<file path="src/rtl/core/pca_pkg.sv">
// shared types, codes and helpers for the pixel colour adjust block
`timescale 1ns / 1ps

package pca_pkg;

  typedef enum logic [1:0] {
    MODE_CONTRAST   = 2'd0,
    MODE_SATURATION = 2'd1,
    MODE_LIGHTNESS  = 2'd2,
    MODE_BYPASS     = 2'd3
  } mode_t;

  typedef struct packed {
    mode_t             mode;
    logic [8:0]        gain;
    logic signed [8:0] offset;
  } pca_cfg_t;

  typedef struct packed {
    logic load2;
    logic load3;
  } pca_ctl_t;

  function automatic logic [7:0] clamp_byte(input logic signed [11:0] v);
    logic [7:0] res;
    if (v < 12'sd0) begin
      res = 8'd0;
    end else if (v > 12'sd255) begin
      res = 8'd255;
    end else begin
      res = v[7:0];
    end
    return res;
  endfunction

endpackage

</file>
<file path="src/rtl/core/pca_chan.sv">
// one colour channel: saturation product, scaling, offset, clamp, curve pass and bypass
`timescale 1ns / 1ps

module pca_chan
  import pca_pkg::*;
(
  input  logic       clk,
  input  pca_ctl_t   ctl,
  input  pca_cfg_t   cfg,
  input  logic [7:0] chan,
  input  logic [9:0] sum,
  input  logic [7:0] curve,
  output logic [7:0] result
);

  localparam logic signed [12:0] DIV_BIAS   = 13'sd1530;
  localparam logic signed [11:0] QUOT_BIAS  = 12'sd510;
  localparam logic [11:0]        RECIP3     = 12'd2731;
  localparam int                 RECIP_SHIFT = 13;

  logic [9:0]          chan3;
  logic signed [10:0]  diff;
  logic signed [20:0]  prod_full;

  logic [7:0]          c2;
  logic [7:0]          curve2;
  logic signed [19:0]  prod2;

  logic signed [11:0]  q;
  logic signed [12:0]  biased;
  logic [11:0]         u;
  logic [23:0]         quot;
  logic signed [11:0]  d;
  logic signed [11:0]  sat_sum;
  logic signed [11:0]  light_sum;
  logic [7:0]          result_next;

  assign chan3     = {2'b00, chan} + {1'b0, chan, 1'b0};
  assign diff      = $signed({1'b0, chan3}) - $signed({1'b0, sum});
  assign prod_full = diff * $signed({1'b0, cfg.gain});

  always_ff @(posedge clk) begin
    if (ctl.load2) begin
      c2     <= chan;
      curve2 <= curve;
      prod2  <= prod_full[19:0];
    end
  end

  // floor by 768: arithmetic shift right by 8 (floor by 256), then floor by 3 via reciprocal
  assign q         = prod2[19:8];
  assign biased    = {q[11], q} + DIV_BIAS;
  assign u         = biased[11:0];
  assign quot      = u * RECIP3;
  assign d         = $signed({2'b00, quot[RECIP_SHIFT+9:RECIP_SHIFT]}) - QUOT_BIAS;
  assign sat_sum   = $signed({4'b0000, c2}) + d;
  assign light_sum = $signed({4'b0000, c2}) + {{3{cfg.offset[8]}}, cfg.offset};

  always_comb begin
    case (cfg.mode)
      MODE_CONTRAST:   result_next = curve2;
      MODE_SATURATION: result_next = clamp_byte(sat_sum);
      MODE_LIGHTNESS:  result_next = clamp_byte(light_sum);
      default:         result_next = c2;
    endcase
  end

  always_ff @(posedge clk) begin
    if (ctl.load3) begin
      result <= result_next;
    end
  end

endmodule

</file>
<file path="config.mk">
export PLATFORM = sky130hd
export DESIGN_NAME = pca_chan
export DESIGN_NICKNAME = d
export VERILOG_FILES = /design/src/rtl/core/pca_pkg.sv /design/src/rtl/core/pca_chan.sv
export SDC_FILE = /design/constraint.sdc
export NUM_CORES = 1
export LEC_CHECK = 0
export BUFFER_PORTS_ARGS = -buffer_cell sky130_fd_sc_hd__buf_2
export CORE_UTILIZATION = 60
export DETAILED_ROUTE_END_ITERATION = 6
export PLACE_DENSITY = 0.79
export SETUP_SLACK_MARGIN = 0.15
export SYNTH_ARGS = -nofsm -noshare
export SYNTH_HDL_FRONTEND = slang
export SYNTH_SLANG_ARGS = --single-unit
</file>
<file path="constraint.sdc">
create_clock -name clk -period 10.3 [get_ports clk]
set_input_delay 2.575 -clock clk [delete_from_list [all_inputs] [get_ports clk]]
set_output_delay 2.575 -clock clk [all_outputs]
set_load 0.005 [all_outputs]
</file>
* Yosys cells after proc, flatten, opt, wreduce, memory -nomap -nowiden *
Index checks and enable logic that the tools add are counted.

storage, ports and cells
  flip-flop bits (word level) = 44
  input bits = 49
  output and inout bits = 8
  word-level logic and storage cells = 24

cells by class
  add/subtract/negate cells = 6
  $mul = 2
  order comparisons = 4
  equality and inequality tests = 2
  mux-type cells = 5
  reductions and logical operators = 1

operators by type and width
  operator                                                                       count
  8-bit two-way mux                                                              4
  8-bit one-hot mux with 3 select lines                                          1
  12-bit by 12-bit multiplier with 23-bit output, second input constant          1
  11-bit by 10-bit multiplier with 20-bit output                                 1
  12-bit adder, second input constant                                            1
  9-bit by 11-bit adder with 12-bit output                                       1
  12-bit by 9-bit > comparator with 1-bit output, second input constant          1
  12-bit by 1-bit less-than comparator with 1-bit output, second input constant  1
  10-bit by 10-bit subtractor with 11-bit output                                 1
  10-bit by 9-bit subtractor with 11-bit output, second input constant           1
  8-bit by 9-bit adder with 10-bit output                                        1
  9-bit by 9-bit adder with 10-bit output                                        1
  10-bit by 9-bit > comparator with 1-bit output, second input constant          1
  10-bit by 1-bit less-than comparator with 1-bit output, second input constant  1
  2-bit by 1-bit == test with 1-bit output, second input constant                1
  2-bit == test, second input constant                                           1
  2-bit zero test                                                                1

* Depth between registers and ports, before layout *
  depth after elaboration = 8
  depth in mapped cells = 33
  depth with buffers taken out = 33

* Worst setup path after synthesis *
Ideal clock, no wire load.

  kind = in2reg
  start = in chan[1]
  end = reg prod2[19], data pin
  setup time = 0.268 ns
  arrival time = 9.314 ns
  required time = 10.032 ns
  path slack = 0.718 ns
  stages on the path = 28
  path buffers = 0
  cell sequence = inv_1 fa_1 inv_1 ha_1 a21o_1 a21oi_1 o21bai_1 a21oi_1 o21bai_1 a21oi_1 o21bai_1 a21oi_1 nand2_1 fa_1 inv_1 fa_1 inv_1 fa_1 inv_1 fa_1 fa_1 ha_1 or2_2 a21oi_1 a31oi_1 a41o_1 o41ai_1 xnor3_1

between the ends
  cells in the longest elaborated chain, start to end = 3

ends and longest elaborated chain
  element                                         line            source
  start, declared                                 pca_chan.sv:10  input logic [7:0] chan,
  8-bit by 9-bit adder with 10-bit output         pca_chan.sv:38  assign chan3 = {2'b00, chan} + {1'b0, chan, 1'b0};
  10-bit by 10-bit subtractor with 11-bit output  pca_chan.sv:39  assign diff = $signed({1'b0, chan3}) - $signed({1'b0, sum});
  11-bit by 10-bit multiplier with 20-bit output  pca_chan.sv:40  assign prod_full = diff * $signed({1'b0, cfg.gain});
  net prod_full[19]                               pca_chan.sv:23  logic signed [20:0] prod_full;
  end signal, assigned                            pca_chan.sv:46  prod2 <= prod_full[19:0];
  end, declared                                   pca_chan.sv:27  logic signed [19:0] prod2;

The timed path passes the listed nets, and every way through them passes these cells.
A chain may end at the register's enable or synchronous reset.

* Worst setup path in the final report *
Same ends and word-level chain as after synthesis.

==> flow_metrics.py <==
metrics = {
    "route": {
        "firstDrtPassIters": 6,
        "drt_iter0_markers": 366,
        "drc": 4,
        "viasPerCell": 5.51,
        "routedWlPerCell_microns": 15.1,
        "num_vias": 6710,
        "wirelength_mm": 18.4,
        "final_antenna_net_count": 0,
    },
    "cts": {
        "postCtsHoldBufs": 0,
        "cts.repair.resized": 0,
        "clk_pin_slew_ns": 0.06,
        "root_buffer": "clkbuf_16",
        "clock_latency_ns": 0.28,
        "cts_sinks": 36,
        "postCtsSetupBuffers": 0,
        "cts_buffers": 5,
        "h-tree-depth": 2,
        "cts_tree": "yes",
        "clk_path_buf_depth": 2,
    },
    "global_routing": {
        "grt_max_degree": 29,
        "track_usage": 0.255,
        "grt_pass1_wl_mm": 32.4,
        "antenna_found_initial": 1,
        "overflow": 0,
        "grt_pass1_vias": 7056,
    },
    "setup_path": {
        "worst_path_max_delay_cell": "fa_1",
        "startpoint": "chan[1]",
        "rr_worst_depth": 31,
        "required_ns": 10.32,
        "critPathKind": "input pin to flip-flop",
        "endpoint": "prod2[19]",
        "reg2reg_setup_slack_ns": 0.92,
        "startpoint_type": "input pin",
        "r2r_start": "prod2[11]",
        "cpPeakStageDelay_ns": 0.61,
        "crit_fanout": 7,
        "rr_endpoint": "result[0]",
        "cp_common_cell": "fa_1",
        "end_kind": "flip-flop",
        "worst_ep_arrival_time_ns": 9.66,
    },
    "sta": {
        "fmax_ghz": 0.104,
        "worstMarginPinSlew_ns": 0.924,
        "fin_tns_setup_ns": 0,
        "slew_headroom": 0.379,
        "rsz0062_at_grt": "no",
        "layout_worst_path_cycle_share": 0.936,
        "final-hold-violation-count": 0,
        "skew_ns": 0.00685,
        "slew_violations": 0,
        "period_needed_ns": 9.64,
        "finalSetupViolCount": 0,
    },
    "synth": {
        "synth_area_leader_cell": "fa_1",
        "yosysMostFrequentCell": "inv_1",
        "synth_area_sq_um": 9150,
        "synth_cell_type_count": 65,
        "yosysWarnings": 0,
        "synthTopCellsByCount": "inv_1 (223), ha_1 (145), fa_1 (129), nand2_1 (61), and2_1 (53)",
        "synth-async-reset-ratio": 0,
        "synth_top_area_frac": 0.282,
        "synth_area_leaders": "fa_1 (28%), ha_1 (20%), edfxtp_1 (12%)",
        "synth-edff-count": 36,
        "syn_inst": 984,
        "ys_seq_area_frac": 0.118,
        "ys_ff_latch": 36,
        "synth_nets": 1307,
        "synthFlopType": "edfxtp_1",
        "synth_area_per_cell_sq_um": 9.30,
    },
    "run_status": {
        "violations": "DRC",
        "status": "complete, but fails checks",
    },
    "floorplan": {
        "die_w_microns": 126,
        "initial_core_util": 0.623,
        "die_area_sq_um": 15800,
        "io-pin-count": 57,
        "rows": 44,
        "chipHeight_microns": 126,
        "core_area_sq_um": 14700,
    },
    "finish": {
        "drive_gt1_frac": 0.0794,
        "nets": 1355,
        "syn_to_final_growth_pct": 6.93,
    },
    "placed_design": {
        "dp_hpwl_mm": 16.0,
        "gp_congestion": 0.917,
        "port_buffers": 56,
    },
    "hold_path": {
        "hp-class": "flip-flop to flip-flop",
        "hold_start": "curve2[1]",
    },
    "run": {
        "cap_violations": 0,
    },
}
[placed cells by master, fill, tap and decap left out, drive strengths merged, types with 4 or more instances in the layout]
cell | synthesis | layout
o21ai | 26 | 26
clkbuf | 13 | 5
nor2 | 36 | 36
a211oi | 4 | 4
a22oi | 4 | 4
o21bai | 9 | 9
xnor2 | 50 | 50
nand4b | 4 | 4
nand2 | 61 | 61
ha | 145 | 145
and3 | 4 | 4
o211ai | 7 | 7
o31ai | 6 | 6
and2 | 53 | 53
edfxtp | 36 | 36
nand2b | 10 | 10
nor3 | 19 | 19
inv | 223 | 224
a21oi | 41 | 41
nor2b | 11 | 11
a22o | 7 | 7
fa | 129 | 129
a31oi | 7 | 7
nand3 | 7 | 7
buf | 3 | 57
a21o | 11 | 11
xor2 | 17 | 17
[flip-flops by register name, summed over array words and instances, names as in the netlist]
signal and cells:
c2 8, prod2 12, result 8, curve2 8
[layer usage]
metal | routed length, microns | vias to the layer above | global-route usage
met5 | 0 | - | 0
met4 | 306 | 0 | 0.0624
met3 | 624 | 20 | 0.0261
met2 | 9140 | 140 | 0.453
met1 | 8350 | 3272 | 0.334
li1 | - | 3278 | -
[worst min-delay path by stage]
stage           endpoint  slack (ns)  depth (start not counted)
2_1_floorplan  result[0]        0.54                          2
3_3_place_gp   result[0]        0.61                          2
3_5_place_dp   result[1]        0.59                          2
4_1_cts        result[1]        0.60                          2
5_1_grt        result[1]        0.66                          2
6_report       result[1]        0.62                          2
[critical path, delay by kind of cell]
kind                     cells  cell delay, ns
AO/OA/AOI/OAI               12            2.25
buffers and inverters        7            0.71
AND/OR/NAND/NOR              1            0.08
XOR/XNOR                     1            0.27
adder cells (fa/ha/maj)      8            3.76
[kinds of logic after synthesis]
logic type | count (synthesis) | share of synthesized area
AO/OA/AOI/OAI | 144 | 0.106
XOR/XNOR | 68 | 0.0682
adder cells (fa/ha/maj) | 274 | 0.480
buffers and inverters | 239 | 0.0986
flip-flops | 36 | 0.118
AND/OR/NAND/NOR | 223 | 0.129
[stage by stage]
step,cell area (sq um),setup WS [ns],std cells,utilization,hold WS [ns]
finish,9790,0.663,1218,0.666,0.617
global route,9790,0.175,1218,0.666,0.660
CTS,9780,0.571,1217,0.665,0.605
detailed placement,9610,0.285,1209,0.653,0.585
global placement,9610,0.474,1209,0.653,0.609
floorplan,9150,0.718,984,-,0.544
[layout make-up]
| type | instances | area (sq um) |
|---|---|---|
| multi-input cells | 709 | 7180 |
| fillers | 1147 | 4910 |
| flip-flops and latches | 36 | 1080 |
| inverters | 223 | 837 |
| repair buffers | 57 | 288 |
| well taps | 184 | 230 |
| clock buffers | 5 | 125 |
| clock inverters | 3 | 46.3 |
| diodes | 1 | 2.50 |
Power is not shown: default switching activity piles up to over one toggle a cycle in this logic, so the estimate is an artifact.
